### src/hdl/pdss_pkg.sv
// shared types, codes and helpers of the power-down sequence supervisor
package pdss_pkg;

    localparam int TIME_W     = 63;
    localparam int ELAPSED_W  = 16;
    localparam int MASK_W     = 8;
    localparam int CFG_IDX_W  = 3;
    localparam int CFG_DATA_W = 16;
    localparam int CMD_W      = 3;
    localparam int UIDX_W     = 3;
    localparam int STAT_W     = 2;

    typedef enum logic [2:0] {
        MODE_STARTUP         = 3'd0,
        MODE_STARTUP_TIMEOUT = 3'd1,
        MODE_RUNNING         = 3'd2,
        MODE_PREPARING       = 3'd3,
        MODE_PREPARE_TIMEOUT = 3'd4,
        MODE_READY           = 3'd5
    } t_seq_mode;

    // item commands
    localparam logic [CMD_W-1:0] CMD_TICK       = 3'd0;
    localparam logic [CMD_W-1:0] CMD_STATUS     = 3'd1;
    localparam logic [CMD_W-1:0] CMD_SHUTDOWN   = 3'd2;
    localparam logic [CMD_W-1:0] CMD_FORCED     = 3'd3;
    localparam logic [CMD_W-1:0] CMD_EXEC_REPLY = 3'd4;

    // unit status codes
    localparam logic [STAT_W-1:0] ST_UNKNOWN = 2'd0;
    localparam logic [STAT_W-1:0] ST_RUNNING = 2'd1;
    localparam logic [STAT_W-1:0] ST_READY   = 2'd2;

    // configuration register indexes
    localparam logic [CFG_IDX_W-1:0] CFG_STARTUP_TO = 3'd0;
    localparam logic [CFG_IDX_W-1:0] CFG_PREPARE_TO = 3'd1;
    localparam logic [CFG_IDX_W-1:0] CFG_PRESENT    = 3'd2;
    localparam logic [CFG_IDX_W-1:0] CFG_SKIP       = 3'd3;

    localparam logic [ELAPSED_W-1:0] STARTUP_TO_RST = 16'd300;
    localparam logic [ELAPSED_W-1:0] PREPARE_TO_RST = 16'd60;

    typedef struct packed {
        logic load;
        logic step;
        logic commit;
    } t_dp_cmd;

    typedef struct packed {
        logic sweep_last;
    } t_dp_sts;

    function automatic logic [ELAPSED_W-1:0] sat_inc(input logic [ELAPSED_W-1:0] val);
        sat_inc = (val == '1) ? val : val + 1'b1;
    endfunction

endpackage

### src/hdl/pdss_ctrl.sv
// sequencing controller: accept, unit sweep, commit, result handoff
module pdss_ctrl import pdss_pkg::*; (
    input  logic    i_clk,
    input  logic    i_rst_n,
    input  logic    i_in_valid,
    output logic    o_in_ready,
    output logic    o_out_valid,
    input  logic    i_out_ready,
    output t_dp_cmd o_dp_cmd,
    input  t_dp_sts i_dp_sts
);

    typedef enum logic [1:0] {
        S_IDLE,
        S_SWEEP,
        S_COMMIT,
        S_OUT
    } t_ctrl_state;

    t_ctrl_state r_state;
    logic        r_in_ready;
    logic        r_out_valid;

    always_ff @(posedge i_clk) begin
        if (!i_rst_n) begin
            r_state     <= S_IDLE;
            r_in_ready  <= 1'b1;
            r_out_valid <= 1'b0;
        end else begin
            case (r_state)
                S_IDLE: begin
                    if (i_in_valid && r_in_ready) begin
                        r_state    <= S_SWEEP;
                        r_in_ready <= 1'b0;
                    end
                end
                S_SWEEP: begin
                    if (i_dp_sts.sweep_last) begin
                        r_state <= S_COMMIT;
                    end
                end
                S_COMMIT: begin
                    r_state     <= S_OUT;
                    r_out_valid <= 1'b1;
                end
                S_OUT: begin
                    if (i_out_ready) begin
                        r_state     <= S_IDLE;
                        r_out_valid <= 1'b0;
                        r_in_ready  <= 1'b1;
                    end
                end
                default: begin
                    r_state     <= S_IDLE;
                    r_in_ready  <= 1'b1;
                    r_out_valid <= 1'b0;
                end
            endcase
        end
    end

    // no item is taken while reset is held
    assign o_in_ready  = r_in_ready && i_rst_n;
    assign o_out_valid = r_out_valid;

    assign o_dp_cmd.load   = (r_state == S_IDLE) && i_in_valid && r_in_ready;
    assign o_dp_cmd.step   = (r_state == S_SWEEP);
    assign o_dp_cmd.commit = (r_state == S_COMMIT);

endmodule

### src/hdl/pdss_dp.sv
// datapath: config registers, unit tables, sweep accumulators, sequence state
module pdss_dp import pdss_pkg::*; #(
    parameter int NUM_SLOTS = 8
) (
    input  logic                  i_clk,
    input  logic                  i_rst_n,
    input  logic                  i_cfg_valid,
    input  logic [CFG_IDX_W-1:0]  i_cfg_index,
    input  logic [CFG_DATA_W-1:0] i_cfg_data,
    input  logic [CMD_W-1:0]      i_cmd,
    input  logic [UIDX_W-1:0]     i_unit_index,
    input  logic [STAT_W-1:0]     i_unit_status,
    input  logic [TIME_W-1:0]     i_reported_off_time,
    input  logic [TIME_W-1:0]     i_current_time,
    input  t_dp_cmd               i_dp_cmd,
    output t_dp_sts               o_dp_sts,
    output logic [2:0]            o_mode,
    output logic [TIME_W-1:0]     o_final_off_time,
    output logic                  o_prepare_request,
    output logic                  o_execute_request,
    output logic                  o_request_accepted
);

    localparam int IDX_W = (NUM_SLOTS > 1) ? $clog2(NUM_SLOTS) : 1;
    localparam logic [IDX_W-1:0]  LAST_IDX   = IDX_W'(NUM_SLOTS - 1);
    localparam logic [UIDX_W:0]   SLOT_LIMIT = (UIDX_W + 1)'(NUM_SLOTS);

    // configuration
    logic [ELAPSED_W-1:0] r_startup_to;
    logic [ELAPSED_W-1:0] r_prepare_to;
    logic [MASK_W-1:0]    r_present_mask;
    logic [MASK_W-1:0]    r_skip_mask;

    // sequence state
    t_seq_mode            r_mode,      n_mode;
    logic [ELAPSED_W-1:0] r_elapsed,   n_elapsed;
    logic                 r_forced,    n_forced;
    logic                 r_exec_flag, n_exec_flag;
    logic [TIME_W-1:0]    r_latest,    n_latest;
    logic                 r_prep_req,  n_prep_req;
    logic                 r_exec_req,  n_exec_req;
    logic                 r_acc,       n_acc;

    // unit tables
    logic [STAT_W-1:0]    r_status_tab [NUM_SLOTS];
    logic [TIME_W-1:0]    r_off_tab    [NUM_SLOTS];

    // captured item
    logic [CMD_W-1:0]     r_cmd;
    logic [UIDX_W-1:0]    r_unit_index;
    logic [STAT_W-1:0]    r_unit_status;
    logic [TIME_W-1:0]    r_rep;
    logic [TIME_W-1:0]    r_now;

    // sweep
    logic [IDX_W-1:0]     r_idx;
    logic                 r_all_run;
    logic                 r_all_rdy;
    logic [TIME_W-1:0]    r_best;

    logic                 ent_present;
    logic                 ent_skip;
    logic [STAT_W-1:0]    ent_status;
    logic [TIME_W-1:0]    ent_off;
    logic                 ent_counts;
    logic [ELAPSED_W-1:0] elapsed_inc;
    logic                 unit_in_range;
    logic [IDX_W-1:0]     unit_slot;

    always_ff @(posedge i_clk) begin
        if (!i_rst_n) begin
            r_startup_to   <= STARTUP_TO_RST;
            r_prepare_to   <= PREPARE_TO_RST;
            r_present_mask <= '0;
            r_skip_mask    <= '0;
        end else if (i_cfg_valid) begin
            case (i_cfg_index)
                CFG_STARTUP_TO: r_startup_to   <= i_cfg_data;
                CFG_PREPARE_TO: r_prepare_to   <= i_cfg_data;
                CFG_PRESENT:    r_present_mask <= i_cfg_data[MASK_W-1:0];
                CFG_SKIP:       r_skip_mask    <= i_cfg_data[MASK_W-1:0];
                default: ;
            endcase
        end
    end

    // one table entry per sweep cycle
    assign ent_present = r_present_mask[r_idx];
    assign ent_skip    = r_skip_mask[r_idx];
    assign ent_status  = r_status_tab[r_idx];
    assign ent_off     = r_off_tab[r_idx];
    assign ent_counts  = ent_present && !ent_skip;

    assign o_dp_sts.sweep_last = i_dp_cmd.step && (r_idx == LAST_IDX);

    always_ff @(posedge i_clk) begin
        if (!i_rst_n) begin
            r_idx <= '0;
        end else if (i_dp_cmd.load) begin
            r_idx <= '0;
        end else if (i_dp_cmd.step) begin
            r_idx <= (r_idx == LAST_IDX) ? '0 : IDX_W'(r_idx + 1'b1);
        end
    end

    always_ff @(posedge i_clk) begin
        if (i_dp_cmd.load) begin
            r_cmd         <= i_cmd;
            r_unit_index  <= i_unit_index;
            r_unit_status <= i_unit_status;
            r_rep         <= i_reported_off_time;
            r_now         <= i_current_time;
            r_all_run     <= 1'b1;
            r_all_rdy     <= 1'b1;
            r_best        <= i_current_time;
        end else if (i_dp_cmd.step) begin
            if (ent_present && ent_status != ST_RUNNING) begin
                r_all_run <= 1'b0;
            end
            if (ent_counts && ent_status != ST_READY) begin
                r_all_rdy <= 1'b0;
            end
            if (ent_counts && ent_off > r_best) begin
                r_best <= ent_off;
            end
        end
    end

    assign unit_in_range = {1'b0, r_unit_index} < SLOT_LIMIT;
    assign unit_slot     = r_unit_index[IDX_W-1:0];

    // status table resets to unknown, time table to zero
    always_ff @(posedge i_clk) begin
        if (!i_rst_n) begin
            for (int k = 0; k < NUM_SLOTS; k++) begin
                r_status_tab[k] <= ST_UNKNOWN;
                r_off_tab[k]    <= '0;
            end
        end else if (i_dp_cmd.commit && r_cmd == CMD_STATUS && unit_in_range) begin
            r_status_tab[unit_slot] <= r_unit_status;
            r_off_tab[unit_slot]    <= r_rep;
        end
    end

    assign elapsed_inc = sat_inc(r_elapsed);

    always_comb begin
        n_mode      = r_mode;
        n_elapsed   = r_elapsed;
        n_forced    = r_forced;
        n_exec_flag = r_exec_flag;
        n_latest    = r_latest;
        n_prep_req  = r_prep_req;
        n_exec_req  = r_exec_req;
        n_acc       = r_acc;
        if (i_dp_cmd.commit) begin
            n_prep_req = 1'b0;
            n_exec_req = 1'b0;
            n_acc      = 1'b0;
            case (r_cmd)
                CMD_TICK: begin
                    n_elapsed = elapsed_inc;
                    case (r_mode)
                        MODE_STARTUP, MODE_STARTUP_TIMEOUT: begin
                            if (r_all_run) begin
                                n_mode    = MODE_RUNNING;
                                n_elapsed = '0;
                            end else if (elapsed_inc > r_startup_to) begin
                                n_mode = MODE_STARTUP_TIMEOUT;
                            end
                        end
                        MODE_PREPARING, MODE_PREPARE_TIMEOUT: begin
                            if (r_forced || r_all_rdy) begin
                                n_latest  = r_best;
                                n_mode    = MODE_READY;
                                n_elapsed = '0;
                            end else if (elapsed_inc > r_prepare_to) begin
                                n_mode      = MODE_PREPARE_TIMEOUT;
                                n_exec_flag = 1'b0;
                            end
                        end
                        MODE_READY: begin
                            if (!r_exec_flag) begin
                                n_latest    = r_now;
                                n_exec_flag = 1'b1;
                                n_exec_req  = 1'b1;
                            end
                        end
                        default: ;
                    endcase
                end
                CMD_SHUTDOWN, CMD_FORCED: begin
                    n_mode     = MODE_PREPARING;
                    n_elapsed  = '0;
                    n_prep_req = 1'b1;
                    n_acc      = 1'b1;
                    if (r_cmd == CMD_FORCED) begin
                        n_forced = 1'b1;
                    end
                end
                CMD_EXEC_REPLY: begin
                    if (r_exec_flag && unit_in_range && r_present_mask[r_unit_index]
                        && !r_skip_mask[r_unit_index] && r_rep > r_latest) begin
                        n_latest = r_rep;
                    end
                end
                default: ;
            endcase
        end
    end

    always_ff @(posedge i_clk) begin
        if (!i_rst_n) begin
            r_mode      <= MODE_STARTUP;
            r_elapsed   <= '0;
            r_forced    <= 1'b0;
            r_exec_flag <= 1'b0;
            r_latest    <= '0;
            r_prep_req  <= 1'b0;
            r_exec_req  <= 1'b0;
            r_acc       <= 1'b0;
        end else begin
            r_mode      <= n_mode;
            r_elapsed   <= n_elapsed;
            r_forced    <= n_forced;
            r_exec_flag <= n_exec_flag;
            r_latest    <= n_latest;
            r_prep_req  <= n_prep_req;
            r_exec_req  <= n_exec_req;
            r_acc       <= n_acc;
        end
    end

    assign o_mode             = r_mode;
    assign o_final_off_time   = r_latest;
    assign o_prepare_request  = r_prep_req;
    assign o_execute_request  = r_exec_req;
    assign o_request_accepted = r_acc;

endmodule

### src/hdl/power_down_sequence_supervisor_top.sv
// top level of the power-down sequence supervisor
// after an item is taken, the sweep walks N = min(MAX_UNITS, 8) unit slots, then commits
// and holds the result; a new item is taken only once the result has been taken
// the unit sweep reads one table entry per cycle through one compare unit
// reset: synchronous, active low; registers return to their defaults, mode is start-up,
// all unit states unknown; no clearing pass, the block takes items right after reset
module power_down_sequence_supervisor_top import pdss_pkg::*; #(
    parameter int MAX_UNITS = 8
) (
    input  logic                  i_clk,
    input  logic                  i_rst_n,
    // configuration write channel, always ready outside reset
    input  logic                  i_cfg_valid,
    output logic                  o_cfg_ready,
    input  logic [CFG_IDX_W-1:0]  i_cfg_index,
    input  logic [CFG_DATA_W-1:0] i_cfg_data,
    // item input channel
    input  logic                  i_in_valid,
    output logic                  o_in_ready,
    input  logic [CMD_W-1:0]      i_cmd,
    input  logic [UIDX_W-1:0]     i_unit_index,
    input  logic [STAT_W-1:0]     i_unit_status,
    input  logic [TIME_W-1:0]     i_reported_off_time,
    input  logic [TIME_W-1:0]     i_current_time,
    // result channel
    output logic                  o_out_valid,
    input  logic                  i_out_ready,
    output logic [2:0]            o_mode,
    output logic [TIME_W-1:0]     o_final_off_time,
    output logic                  o_prepare_request,
    output logic                  o_execute_request,
    output logic                  o_request_accepted
);

    // the masks have eight bits, so slots past eight can never be present
    localparam int NUM_SLOTS = (MAX_UNITS < MASK_W) ? MAX_UNITS : MASK_W;

    t_dp_cmd dp_cmd;
    t_dp_sts dp_sts;

    // config writes are registered directly, no back-pressure; held off during reset
    assign o_cfg_ready = i_rst_n;

    // controller: accept an item, walk the unit slots, commit, hold the result
    pdss_ctrl u_ctrl (
        .i_clk       (i_clk),
        .i_rst_n     (i_rst_n),
        .i_in_valid  (i_in_valid),
        .o_in_ready  (o_in_ready),
        .o_out_valid (o_out_valid),
        .i_out_ready (i_out_ready),
        .o_dp_cmd    (dp_cmd),
        .i_dp_sts    (dp_sts)
    );

    // datapath: tables, readiness and latest-time sweep, sequence state
    pdss_dp #(
        .NUM_SLOTS (NUM_SLOTS)
    ) u_dp (
        .i_clk               (i_clk),
        .i_rst_n             (i_rst_n),
        .i_cfg_valid         (i_cfg_valid),
        .i_cfg_index         (i_cfg_index),
        .i_cfg_data          (i_cfg_data),
        .i_cmd               (i_cmd),
        .i_unit_index        (i_unit_index),
        .i_unit_status       (i_unit_status),
        .i_reported_off_time (i_reported_off_time),
        .i_current_time      (i_current_time),
        .i_dp_cmd            (dp_cmd),
        .o_dp_sts            (dp_sts),
        .o_mode              (o_mode),
        .o_final_off_time    (o_final_off_time),
        .o_prepare_request   (o_prepare_request),
        .o_execute_request   (o_execute_request),
        .o_request_accepted  (o_request_accepted)
    );

endmodule

### config.mk
export PLATFORM = sky130hd
export DESIGN_NAME = power_down_sequence_supervisor_top
export DESIGN_NICKNAME = d
export VERILOG_FILES = /design/src/hdl/pdss_pkg.sv /design/src/hdl/pdss_ctrl.sv /design/src/hdl/pdss_dp.sv /design/src/hdl/power_down_sequence_supervisor_top.sv
export SDC_FILE = /design/constraint.sdc
export NUM_CORES = 1
export LEC_CHECK = 0
export ABC_CLOCK_PERIOD_IN_PS = 8800
export BUFFER_PORTS_ARGS = -buffer_cell sky130_fd_sc_hd__buf_2
export CELL_PAD_IN_SITES_DETAIL_PLACEMENT = 1
export CELL_PAD_IN_SITES_GLOBAL_PLACEMENT = 1
export CORE_MARGIN = 2
export CORE_UTILIZATION = 46
export CTS_CLUSTER_SIZE = 20
export DETAILED_ROUTE_END_ITERATION = 8
export GPL_ROUTABILITY_DRIVEN = 0
export MAX_ROUTING_LAYER = met4
export PLACE_DENSITY = 0.85
export SYNTH_ARGS = -nofsm -noshare
export SYNTH_HDL_FRONTEND = slang
export SYNTH_SLANG_ARGS = --single-unit
### constraint.sdc
create_clock -name i_clk -period 8.8 [get_ports i_clk]
set_input_delay 2.64 -clock i_clk [delete_from_list [all_inputs] [get_ports i_clk]]
set_output_delay 2.64 -clock i_clk [all_outputs]
set_load 0.05 [all_outputs]
## Word-level counts from Yosys, hierarchy flattened

Memory sizes are Yosys's and may differ from the RTL's. A register that Yosys moved wholly into a read port is not among the register bits.
Index checks and enable logic that the tools add are counted.

| storage, ports and cells | value |
|---|---|
| memories kept | 2 |
| memory bits (writable) | 520 |
| bits in registers | 340 |
| output and inout port bits | 72 |
| bits of input ports | 158 |

| operators by class | value |
|---|---|
| magnitude comparators | 6 |
| bitwise gates (word level) | 1 |
| reduce and logical (&&, ||, !) cells | 48 |
| $add $sub $neg | 2 |
| eq/ne operators | 30 |
| multiplexer cells | 58 |

Memories:

| memory | words | bits a word | rd ports | clocked after memory_dff | write ports | line | RTL |
|---|---|---|---|---|---|---|---|
| u_dp.r_off_tab | 8 | 63 | 1 | 1 | 8 | pdss_dp.sv:46 | `logic [TIME_W-1:0] r_off_tab [NUM_SLOTS];` |
| u_dp.r_status_tab | 8 | 2 | 1 | 1 | 8 | pdss_dp.sv:45 | `logic [STAT_W-1:0] r_status_tab [NUM_SLOTS];` |

Operators by type and width:

| operator | number |
|---|---|
| 2-to-1 mux 63 bit | 7 |
| one-hot mux 63 bit (2 select lines) | 2 |
| greater-than comparator 63 bit | 2 |
| one-hot mux 16 bit (2 select lines) | 2 |
| OR reduction 63 bit | 1 |
| 2-to-1 mux 16 bit | 3 |
| 2-to-1 mux 3 bit | 11 |
| greater-than comparator 16 bit | 2 |
| 2-to-1 mux 1 bit | 19 |
| AND reduction 2 bit | 9 |
| adder 16 x 1 -> 16 bit, second input constant | 1 |
| == test 16 bit, second input constant | 1 |
| == test 3 x 2 -> 1 bit, second input constant | 5 |
| nonzero test 2 bit | 7 |
| logical AND 1 bit | 13 |
| binary-select mux 1 bit (select 3 bit) | 4 |
| == test 3 bit, second input constant | 4 |
| one-hot mux 3 bit (2 select lines) | 2 |
| AND reduction 5 bit | 2 |
| OR reduction 2 bit | 5 |
| == test 3 x 1 -> 1 bit, second input constant | 3 |
| logical NOT 3 bit | 3 |
| AND reduction 3 bit | 3 |
| less-than comparator 3 x 4 -> 1 bit, second input constant | 2 |
| 16 further kinds | 32 |

## Longest topological paths before layout

| depth | value |
|---|---|
| word-level depth | 8 |
| mapped depth | 17 |
| mapped depth without buffers | 16 |

## Modules after synthesis

From an unflattened synthesis, not the netlist that was laid out.

| second synthesis, totals | value |
|---|---|
| cell total of the unflattened synthesis | 3143 |
| area total of the unflattened synthesis | 41471.0 um2 |

Modules (own cells, without submodules):

| module | cells each | area an instance (um2) | times used | seq. area each (um2) |
|---|---|---|---|---|
| pdss_dp | 3110 | 41197.0 | 1 | 24373.4 |
| pdss_ctrl | 32 | 266.5 | 1 | 80.1 |
| power_down_sequence_supervisor_top | 1 | 7.5 | 1 | 0.0 |

## Worst setup path after synthesis

No wires, ideal clock.

| timing path | value |
|---|---|
| path kind | input to register |
| start point | input port i_rst_n |
| end point | memory u_dp.r_off_tab[6][0], enable pin |
| buffers on the path | 2 |
| stages on the path | 5 |
| data arrival time | 8.102 ns |
| required time | 8.222 ns |
| path slack | 0.120 ns |
| setup time | 0.578 ns |
| cells stage by stage | clkbuf_1 -> nand4_1 -> or2_2 -> clkbuf_1 -> o21ai_0 |

RTL lines:

| what | line | RTL |
|---|---|---|
| start: declaration | power_down_sequence_supervisor_top.sv:11 | `input logic i_rst_n,` |
| end: declaration | pdss_dp.sv:46 |  |

## Final worst setup path

| timing path | value |
|---|---|
| start point | input port i_rst_n |
| end point | output port o_in_ready |

| between the ends | value |
|---|---|
| word-level cells in the longest chain between the ends | 1 |

Ends and longest elaborated chain:

| what | line | RTL |
|---|---|---|
| logical AND 1 bit | pdss_ctrl.sv:63 | `assign o_in_ready = r_in_ready && i_rst_n;` |
| end: declaration | power_down_sequence_supervisor_top.sv:19 | `output logic o_in_ready,` |

Every way passes these cells.

==> flow_metrics.py <==
metrics = {
    "timing": {
        "tightest_slew_ns": 1.33,
        "min_period_ns": 6.51,
        "setup_ws_ns": 2.29,
        "max_freq_mhz": 154,
        "finalHoldViolCount": 0,
        "fin_crit_sh_pct": 73.9,
        "finalMaxSlewViolations": 0,
        "grt_setup_unrepaired": "false",
        "fin_skew_ns": 0.0371,
        "relSlewSlack_pct": 11.2,
        "finalSetupViolations": 0,
        "tns_ns": 0,
    },
    "detailed_routing": {
        "viasPerCell": 5.95,
        "drt-initial-drc-count": 2666,
        "first_pass_iters": 5,
        "drc": 0,
        "dr_total_vias": 27514,
        "wl_per_cell_um": 26.9,
        "wl_um": 124000,
        "antenna_left": 0,
    },
    "pwr": {
        "finalPower_w": 0.0113,
        "swShare_pct": 29.7,
        "power_frac_clock_pct": 35.7,
        "intPower_w": 0.00793,
        "leakage_nw": 17.9,
        "ir_drop_v": 0.000151,
        "p_per_area_nw_per_um2": 243,
        "comb_power_share_pct": 17.7,
        "seq_power_share_pct": 46.6,
        "p_sw_w": 0.00335,
    },
    "floorplanning": {
        "die_x_um": 302,
        "io_pins": 230,
        "die_area_um2": 91300,
        "die_h_um": 302,
        "core-area_um2": 88200,
        "initial_core_util_pct": 46.3,
        "row_count": 109,
    },
    "critical_path": {
        "path_max_fanout": 59,
        "r2r_setup_slack_ns": 2.68,
        "max_stage_delay_ns": 0.67,
        "cp_cell_sequence": "buf_4, and2_1, buf_2",
        "crit_slowest_cell": "buf_4",
        "worst_setup_path_start_kind": "primary input",
        "arrival_ns": 3.87,
        "critical_path.endpoint_type": "output port",
        "critPathKind": "primary input to output port",
        "critical_path_required_ns": 6.16,
    },
    "global_routing": {
        "grt_overflow": 0,
        "first_global_vias": 29611,
        "grtUsageTotal_pct": 28.2,
        "grt_pass1_wl_um": 185000,
        "grt_max_degree": 87,
        "antenna_found_initial": 8,
    },
    "clock_network": {
        "clk_path_buf_depth": 3,
        "root_buffer": "clkbuf_16",
        "cts_made_buffers": 94,
        "clk_pin_slew_ns": 0.06,
        "postCtsSetupBuffers": 0,
        "cts_num_sinks": 863,
        "cts_tree": "yes",
        "post_cts_resize_count": 0,
        "cts_max_level": 3,
        "clock_latency_ns": 0.69,
        "hold_buffers": 0,
    },
    "synth": {
        "synthFlopType": "edfxtp_1",
        "synth_top_cell_by_area": "edfxtp_1",
        "syn_area_um2": 40900,
        "ys_top_cells_by_area": "edfxtp_1 53%, and2_1 7.9%, mux4_2 7.6%",
        "synth_cells": 3189,
        "seq_area_frac_synth_pct": 59.8,
        "synth_top_area_share_pct": 52.7,
        "yosys_warnings": 0,
        "synth_edf_count": 717,
        "synth_seq_cells": 863,
        "ys_types": 54,
        "async_reset_ff_share_pct": 0,
        "synth_fp_nets": 3512,
        "syn_area_per_cell_um2": 12.8,
    },
    "placed_design": {
        "place.detailed.hpwl_um": 78000,
        "preCtsSetupSlack_ns": 2.29,
        "port_buffers": 229,
        "place_inst": 4443,
    },
    "flow_run": {
        "maxCapViolations": 0,
    },
    "layout": {
        "fill_cells": 8911,
        "final_cell_mix": "717 x edfxtp_1, 519 x and2_1, 239 x nor2_1",
        "syn2layout_area_growth_pct": 13.5,
        "fin_nets": 3697,
        "finalNonFillerCells": 4624,
        "final_common_cell": "edfxtp_1",
        "drive_above_1_share_pct": 18.5,
    },
    "outcome": {
        "outcome": "finished clean",
    },
    "worst_hold_path": {
        "hold_class": "register to register",
    },
}
state kept, by name (all words and copies together) (netlist names), 2 cells and up, named ones only:
name                   flops
u_dp.r_skip_mask           8
u_dp.r_rep                63
u_dp.r_cmd                 3
u_dp.r_elapsed            16
u_dp.r_present_mask        8
u_dp.r_best               63
u_dp.r_idx                 3
u_dp.r_off_tab           504
u_dp.r_now                63
u_dp.r_status_tab         16
u_dp.r_startup_to         16
u_dp.r_unit_status         2
u_dp.r_prepare_to         16
u_dp.o_mode                3
u_dp.o_final_off_time     63
u_dp.r_unit_index          3
u_ctrl.r_state             2
synthesized netlist by cell type (4+ instances only):
cell type and number:
and4_1 4, nor2_1 245, nand2b_1 10, mux4_2 138
nand2_1 186, nor2b_1 13, mux2_2 67, buf_6 5
edfxtp_1 717, a211oi_1 7, clkbuf_1 134, ha_1 165
a21o_1 39, and2_1 519, a21oi_1 103, nor3b_1 4
nor3_1 26, o21a_1 9, xnor2_1 6, a22oi_1 10
nand4_1 35, inv_1 163, o211ai_1 13, o21ai_0 106
dfxtp_1 146, o31ai_1 65, and3_1 8, nand3b_1 4
nor4_1 8, mux2i_1 75, buf_1 26, buf_2 10
nand3_1 88
cells by family after synthesis:
family                   Yosys count  synth area share [%]
AND/OR/NAND/NOR                 1158                  14.8
flip-flops                       863                  59.8
AO/OA/AOI/OAI                    371                  5.57
buffers and inverters            343                  3.29
multiplexers                     280                  11.3
adder cells (fa/ha/maj)          165                  5.05
XOR/XNOR                           9                 0.193
stage by stage:
step           util [%]  hold WS (ns)  cell area (µm²)
2_1_floorplan         -         0.436            40900
3_3_place_gp       49.0         0.444            43300
6_report           52.6         0.456            46400
5_1_grt            52.6         0.476            46400
3_5_place_dp       49.0         0.448            43300
4_1_cts            52.6         0.456            46400
layout make-up:
cell class | instances | area (µm²) | share of cell area, %
well taps | 1165 | 1460 | 3.14
repair buffers | 266 | 1440 | 3.10
clock buffers | 130 | 2570 | 5.53
flip-flops and latches | 863 | 24500 | 52.7
diodes | 3 | 7.51 | 0.0162
inverters | 166 | 633 | 1.36
multi-input cells | 1983 | 15300 | 32.9
clock inverters | 48 | 561 | 1.21
per-layer routing:
metal	global-route usage (%)	vias to the layer above	routed length [µm]
met5	-	-	0
met4	10.9	0	4880
met3	4.77	315	8980
met2	47.0	1172	62200
met1	34.4	14111	48300
li1	-	11916	-
path summary, 6_finish.rpt:
path,start,to,cells past startpoint
setup / recovery,i_rst_n,o_in_ready,3
hold / removal,u_dp.r_startup_to[12],u_dp.r_startup_to[12],2
setup reg to reg,register,u_dp.r_best[20],10
hold reg to reg,u_dp.r_startup_to[12],u_dp.r_startup_to[12],2
power by group through the flow:
stage | combinational (W) | sequential, W | clock [W]
floorplan | 0.00135 | 0.00517 | 0
global placement | 0.00186 | 0.00529 | 0
detailed placement | 0.00196 | 0.00532 | 0
CTS | 0.00200 | 0.00524 | 0.00408
global route | 0.00217 | 0.00529 | 0.00421
finish | 0.00200 | 0.00525 | 0.00403
worst max-delay path: cells and delay by family:
family                 cells  cell delay (ns)
buffers and inverters      2             0.93
and+or+nand+nor            1             0.24
Power figures use the tool's default switching activity.
